`src/design/rtd_resistance_to_temperature_macros.svh`:
```
// assertion macros shared by the rtd resistance-to-temperature rtl
// no dependencies; included by the modules that carry assertions
`ifndef RTD_RESISTANCE_TO_TEMPERATURE_MACROS_SVH
`define RTD_RESISTANCE_TO_TEMPERATURE_MACROS_SVH

// same-cycle implication, disabled while reset is asserted
`define RTDR2T_ASSERT_SAME(label, clk, rstn, ante, cons, msg) \
    label: assert property (@(posedge clk) disable iff (!(rstn)) (ante) |-> (cons)) \
        else $error(msg);

// next-cycle implication, disabled while reset is asserted
`define RTDR2T_ASSERT_NEXT(label, clk, rstn, ante, cons, msg) \
    label: assert property (@(posedge clk) disable iff (!(rstn)) (ante) |=> (cons)) \
        else $error(msg);

`endif

```
`src/design/rtdr2t_pkg.sv`:
```
// shared types and constants for the rtd resistance-to-temperature block
// no dependencies; used by controller, datapath and top level
package rtdr2t_pkg;

    localparam int SEGMENTS_DEF  = 200;
    localparam int RES_WIDTH_DEF = 32;

    localparam int OFFSET_W    = 15;
    localparam int TEMP_W      = 16;
    localparam int IDX_FIELD_W = 8;
    localparam int FIELD_W     = 32;
    localparam int FRAC_BITS   = 7;   // interpolation fraction is 0..99

    localparam logic [OFFSET_W-1:0]      OFFSET_RESET = 15'd5000;
    localparam logic [6:0]               SCALE        = 7'd100;
    localparam logic signed [TEMP_W-1:0] TEMP_MAX     = 16'sh7fff;
    localparam logic signed [TEMP_W-1:0] TEMP_MIN     = 16'sh8000;

    typedef enum logic {
        ACT_LOAD    = 1'b0,
        ACT_CONVERT = 1'b1
    } action_t;

    typedef enum logic [1:0] {
        ADDR_FIRST,
        ADDR_LAST,
        ADDR_NEXT
    } addr_sel_t;

    typedef enum logic [1:0] {
        CLAMP_NONE,
        CLAMP_LOW,
        CLAMP_HIGH
    } clamp_t;

    typedef struct packed {
        logic      load_wr;
        logic      capture_r;
        logic      lo_capture;
        logic      scan_step;
        logic      seg_capture;
        clamp_t    clamp;
        logic      mul_load;
        logic      div_step;
        logic      result_load;
        addr_sel_t addr_sel;
    } dp_cmd_t;

    typedef struct packed {
        logic r_le_data;
        logic r_lt_data;
    } dp_status_t;

endpackage

```
`src/design/rtdr2t_ctrl.sv`:
```
// controller state machine: load/convert sequencing, scan, divider steps, output valid
// depends on rtdr2t_pkg and rtd_resistance_to_temperature_macros.svh
`include "rtd_resistance_to_temperature_macros.svh"

module rtdr2t_ctrl (
    input  logic                    aclk,
    input  logic                    aresetn,
    input  logic                    s_tvalid,
    output logic                    s_tready,
    input  rtdr2t_pkg::action_t     s_action,
    output logic                    m_tvalid,
    input  logic                    m_tready,
    input  rtdr2t_pkg::dp_status_t  status,
    output rtdr2t_pkg::dp_cmd_t     cmd
);

    localparam int CNT_W = $clog2(rtdr2t_pkg::FRAC_BITS);

    typedef enum logic [2:0] {
        ST_IDLE,
        ST_LOW,
        ST_HIGH,
        ST_SCAN,
        ST_MUL,
        ST_DIV,
        ST_FIN
    } state_t;

    state_t           state_reg, state_next;
    logic             out_valid_reg, out_valid_next;
    logic [CNT_W-1:0] div_cnt_reg, div_cnt_next;

    always_comb begin
        state_next     = state_reg;
        out_valid_next = out_valid_reg;
        div_cnt_next   = div_cnt_reg;
        cmd            = '0;
        cmd.addr_sel   = rtdr2t_pkg::ADDR_FIRST;
        cmd.clamp      = rtdr2t_pkg::CLAMP_NONE;

        if (out_valid_reg && m_tready) begin
            out_valid_next = 1'b0;
        end

        unique case (state_reg)
            ST_IDLE: begin
                if (s_tvalid) begin
                    if (s_action == rtdr2t_pkg::ACT_CONVERT) begin
                        cmd.capture_r = 1'b1;
                        state_next    = ST_LOW;
                    end else begin
                        cmd.load_wr = 1'b1;
                    end
                end
            end
            ST_LOW: begin
                cmd.lo_capture = 1'b1;
                cmd.addr_sel   = rtdr2t_pkg::ADDR_LAST;
                if (status.r_le_data) begin
                    cmd.clamp  = rtdr2t_pkg::CLAMP_LOW;
                    state_next = ST_FIN;
                end else begin
                    state_next = ST_HIGH;
                end
            end
            ST_HIGH: begin
                if (!status.r_lt_data) begin
                    cmd.clamp  = rtdr2t_pkg::CLAMP_HIGH;
                    state_next = ST_FIN;
                end else begin
                    cmd.scan_step = 1'b1;
                    cmd.addr_sel  = rtdr2t_pkg::ADDR_NEXT;
                    state_next    = ST_SCAN;
                end
            end
            ST_SCAN: begin
                // first upper breakpoint above the reading closes the segment
                if (status.r_lt_data) begin
                    cmd.seg_capture = 1'b1;
                    state_next      = ST_MUL;
                end else begin
                    cmd.lo_capture = 1'b1;
                    cmd.scan_step  = 1'b1;
                    cmd.addr_sel   = rtdr2t_pkg::ADDR_NEXT;
                end
            end
            ST_MUL: begin
                cmd.mul_load = 1'b1;
                div_cnt_next = CNT_W'(rtdr2t_pkg::FRAC_BITS - 1);
                state_next   = ST_DIV;
            end
            ST_DIV: begin
                cmd.div_step = 1'b1;
                if (div_cnt_reg == '0) begin
                    state_next = ST_FIN;
                end else begin
                    div_cnt_next = div_cnt_reg - 1'b1;
                end
            end
            ST_FIN: begin
                if (!out_valid_reg || m_tready) begin
                    cmd.result_load = 1'b1;
                    out_valid_next  = 1'b1;
                    state_next      = ST_IDLE;
                end
            end
            default: begin
                state_next = ST_IDLE;
            end
        endcase
    end

    always_ff @(posedge aclk) begin
        if (!aresetn) begin
            state_reg     <= ST_IDLE;
            out_valid_reg <= 1'b0;
            div_cnt_reg   <= '0;
        end else begin
            state_reg     <= state_next;
            out_valid_reg <= out_valid_next;
            div_cnt_reg   <= div_cnt_next;
        end
    end

    assign s_tready = (state_reg == ST_IDLE);
    assign m_tvalid = out_valid_reg;

    `RTDR2T_ASSERT_SAME(a_no_overwrite, aclk, aresetn, cmd.result_load,
        !out_valid_reg || m_tready, "result overwrites an untaken result")
    `RTDR2T_ASSERT_NEXT(a_div_done, aclk, aresetn, state_reg == ST_DIV && div_cnt_reg == '0,
        state_reg == ST_FIN, "divider did not finish after its last step")
    `RTDR2T_ASSERT_NEXT(a_result_shown, aclk, aresetn, cmd.result_load,
        m_tvalid && state_reg == ST_IDLE, "result not presented after load")

endmodule

```
`config.mk`:
```
export PLATFORM = sky130hd
export DESIGN_NAME = rtdr2t_ctrl
export DESIGN_NICKNAME = d
export VERILOG_FILES = /design/src/design/rtdr2t_pkg.sv /design/src/design/rtdr2t_ctrl.sv
export VERILOG_INCLUDE_DIRS = /design/src /design/src/design
export SDC_FILE = /design/constraint.sdc
export NUM_CORES = 1
export LEC_CHECK = 0
export ABC_AREA = 0
export BUFFER_PORTS_ARGS = -buffer_cell sky130_fd_sc_hd__buf_2
export CORE_UTILIZATION = 30
export CTS_CLUSTER_DIAMETER = 60
export DETAILED_ROUTE_END_ITERATION = 8
export GPL_TIMING_DRIVEN = 0
export SYNTH_ARGS = -nofsm -noshare
export SYNTH_HDL_FRONTEND = slang
export SYNTH_SLANG_ARGS = --single-unit
```
`constraint.sdc`:
```
create_clock -name aclk -period 1.6 [get_ports aclk]
set_input_delay 0.08 -clock aclk [delete_from_list [all_inputs] [get_ports aclk]]
set_output_delay 0.08 -clock aclk [all_outputs]
set_load 0.05 [all_outputs]
```
* Word level (Yosys, flattened, before mapping)
Cells that the tools add are included.
** Cells by class
- Equal/unequal tests :: 12
- Add/subtract/negate cells :: 1
- Mux-type cells :: 31
- Reductions and logical operators :: 8
** Operators by type and width (number)
- $mux 3 :: 8
- $pmux 3 s7 :: 1
- $mux 1 :: 12
- $mux 2 :: 5
- $ne 2x2->1 const B :: 5
- $eq 3x3->1 const B :: 3
- $eq 3x2->1 const B :: 2
- $logic_not 3->1 :: 2
- $pmux 2 s3 :: 1
- $pmux 3 s2 :: 1
- $reduce_and 5->1 :: 1
- $pmux 1 s2 :: 2
- $pmux 2 s2 :: 1
- $eq 3x1->1 const B :: 1
- $sub 3x1->3 const B :: 1
- $ne 2x1->1 const B :: 1
- $reduce_and 2->1 :: 1
- $reduce_bool 2->1 :: 1
- $logic_and 1x1->1 :: 1
- $logic_not 1->1 :: 1
- $logic_or 1x1->1 :: 1
** Storage, ports and cells
- Flip-flop bits (word level) :: 7
- Output and inout bits :: 14

* Depth between registers and ports, before layout
- Depth after elaboration :: 4
- Mapped depth :: 6

* Least setup slack after synthesis
No wires, ideal clock.
- Kind :: reg-to-output
- Start point :: reg state_reg[1]
- End point :: out cmd[11] in the netlist's numbering
- Data required time :: 1520 ps
- Path buffers :: 1
- Arrival time :: 2504 ps
- Slack :: -984 ps
- Cell stages (with the launch flop) :: 5
- Cells stage by stage :: dfxtp_1 buf_2 nor3_1 nand2_1 nor2_1
** RTL lines
- start, declared :: RTL line rtdr2t_ctrl.sv:29 : state_t state_reg, state_next;
- start signal, assigned :: RTL line rtdr2t_ctrl.sv:119 : state_reg <= state_next;
- end, declared :: RTL line rtdr2t_ctrl.sv:14 : output rtdr2t_pkg::dp_cmd_t cmd

==> flow_summary_export.csv <==
group,metric,value,unit
route,avgRoutedWirePerCell,11.8,µm
route,detail-route-antenna-nets,0,
worst_setup_path,cp_num_buf_inv,2,
worst_setup_path,cp.arrival,1450,ps
sta,slew_violations,0,
worst_setup_path,start_kind,"register",
layout,design_area,830,µm²
logic_synthesis,ys_warn_count,0,
clock_tree,clock-sinks,7,
logic_synthesis,synth_top_family_by_area,"simple AND/OR/NAND/NOR gates",
logic_synthesis,synth-seq-area-share,23.4,%
worst_setup_path,critPathTopFamily,"flip-flops",
sta,tightest_slew,419,ps
clock_tree,hold_buffers,0,
sta,setup_viol,0,
logic_synthesis,synth_flop_cell,"dfxtp_1",
logic_synthesis,syn-mean-instance-area,7.48,µm²
logic_synthesis,syn-cell-area,598,µm²
logic_synthesis,syn-num-nets,89,
die,fp.dieH,46.7,µm
sta,slew_headroom,72.1,%
worst_setup_path,worst_path_max_delay_cell,"dfxtp_2",
layout,antenna_cells,0,
worst_setup_path,crit_required,1520,ps
run,drv_cap,0,
sta,fmax,654,MHz
clock_tree,cts_root_buf,"clkbuf_4",
global_route,grt_pass1_vias,564,
worst_setup_path,path_class,"reg -> out",
die,dieWidth,46.7,µm
logic_synthesis,ys_ff_latch,7,
logic_synthesis,yosys.area_share.simple,39.3,%
sta,skew,4.07,ps
route,first_iter_violations,8,
route,vias,628,
logic_synthesis,ys_types,33,
clock_tree,cts_max_level,1,
worst_setup_path,max_stage_delay,380,ps
die,core-area,0.00180,mm²
layout,drive_above_1_share,47.6,%
sta,setup-tns-final,0,ps
power_and_ir_drop,p_leak,0.365,nW
logic_synthesis,synth_edf_count,0,
sta,finalHoldViolations,0,
route,viasPerCell,4.91,
die,initial_core_util,33.2,%
worst_setup_path,crit_chain,"or2b_2 -> a21oi_4 -> buf_4 -> buf_4",
placement,post-place-ws,84.6,ps
logic_synthesis,synthXorXnorAreaFrac,0,%
clock_tree,post-cts-setup-buffers,0,
sta,timing.final.crit_share,95.5,%
logic_synthesis,synth_cells,80,
clock_tree,cts_made_buffers,3,
sta,post-route-min-period,1530,ps
die,io_pins,21,
clock_tree,clk_latency,260,ps
logic_synthesis,synth_compound_area_share,24.1,%
layout,area_growth_syn_to_layout,38.7,%
logic_synthesis,async_flop_share,0,%
layout,nets,113,
power_and_ir_drop,powerDensity,1570,mW/mm²
placement,dpl.hpwl,1030,µm
global_route,grtUsageTotal,16.2,%
sta,fin_ws,71.3,ps
worst_setup_path,crit_path_frequent_cell,"buf_4",
clock_tree,clock_path_buffers,2,
clock_tree,path_clk_slew,50,ps
global_route,grt_start_max_net_pins,11,
logic_synthesis,muxShareOfSynthArea,1.88,%
die,dieArea,0.00218,mm²
logic_synthesis,synth_fa_ha_area_share,4.18,%
global_route,grt_antenna_before_repair,0,
global_route,grt_pass1_wl,2460,µm
placement,place.gp.congestion,0.719,
route,drt_wl_total,1510,µm
route,drc,0,
worst_setup_path,endpoint_kind,"primary output",
global_route,grt_overflow,0,
route,firstDrtPassIters,4,
clock_tree,tritoncts,"yes",
worst_setup_path,cp_max_fo,6,
placement,io_buffers,19,
worst_hold_path,min_path_type,"in -> reg",
die,row_count,15,
placement,dpl_cell_area,771,µm²
run_status,status,"finished, final reports clean",
power_and_ir_drop,ir_worst_vdd,621,µV
## per-stage QoR
step	hold WS (ps)	total power [W]	util [%]	cells
4_1_cts	171	0.00129	45.3	128
6_report	175	0.00130	46.0	128
3_5_place_dp	447	0.00109	42.8	124
2_1_floorplan	256	0.000930	-	80
5_1_grt	180	0.00139	46.0	128
3_3_place_gp	444	0.00108	42.8	124
## placed cells by master (no fill, tap or decap), types with 2 or more instances in the layout
cell type and instances:
buf_4 8, dfxtp_2 2, nand2_1 8, o211ai_1 3, o21a_1 2, a21boi_1 2
clkbuf_4 7, dfxtp_1 5, clkbuf_1 2, nor2_1 6, nor2b_1 2, o21ai_2 4
buf_2 12, nand2b_1 4, inv_1 3, a21oi_1 5, nor3_2 3, o21ai_0 3
## area by class of cell
class	count	area [µm²]
Buffer	6	41.3
Clock buffer	4	26.3
Fill cell	210	972
Inverter	3	11.3
Multi-Input combinational cell	64	464
Sequential cell	7	143
Tap cell	25	31.3
Timing Repair Buffer	19	113
## timing repair
action | CTS | global route
pin swaps | 0 | 0
gates resized for setup | 8 | 6
gates cloned | 0 | 0
endpoints found under the setup margin | 8 | 8
## cells by family after synthesis
logic type	count (synthesis)
and+or+nand+nor	39
buffers and inverters	9
AOI/OAI and AO/OA	22
muxes	1
DFF	7
adders and majority gates	2
## report_power, final
| group | total [W] | internal (W) | switching [W] | leakage (nW) |
|---|---|---|---|---|
| Sequential | 0.000251 | 0.000210 | 0.0000416 | 0.0576 |
| Clock | 0.000174 | 0.0000960 | 0.0000776 | 0.0150 |
| Combinational | 0.000876 | 0.000297 | 0.000578 | 0.293 |
## cell usage after synthesis, types with 3 or more instances
cell	n	area (µm²)
inv_1	3	11.3
o21ai_2	4	35.0
nand2_1	8	30.0
o21ai_0	3	15.0
a21oi_1	6	30.0
nand2b_1	4	25.0
dfxtp_1	7	140
nor2_1	7	26.3
o211ai_1	3	22.5
nor3_1	4	20.0
buf_2	4	20.0
## tightest hold or removal path, stage by stage
cell and delay, ps:
buf_2 80, nor2b_1 50, o21a_1 170
## metal layers
metal  track usage (%)  up-vias  part of all wire [%]
met3              2.35        5                   3.2
met4              8.57        0                   2.4
met5                 0        -                     0
met1              21.3      284                    47
met2              25.3       15                    47
li1                  -      324                     -
## worst paths after layout
kind,from,slack (ps),depth (start not counted),to
max,state_reg[1],70,4,cmd[8]
min,m_tready,170,3,m_tvalid
max reg2reg,div_cnt_reg[0],70,6,state_reg[1]
min reg2reg,div_cnt_reg[0],450,2,div_cnt_reg[0]
(Power assumes the default switching activity.)
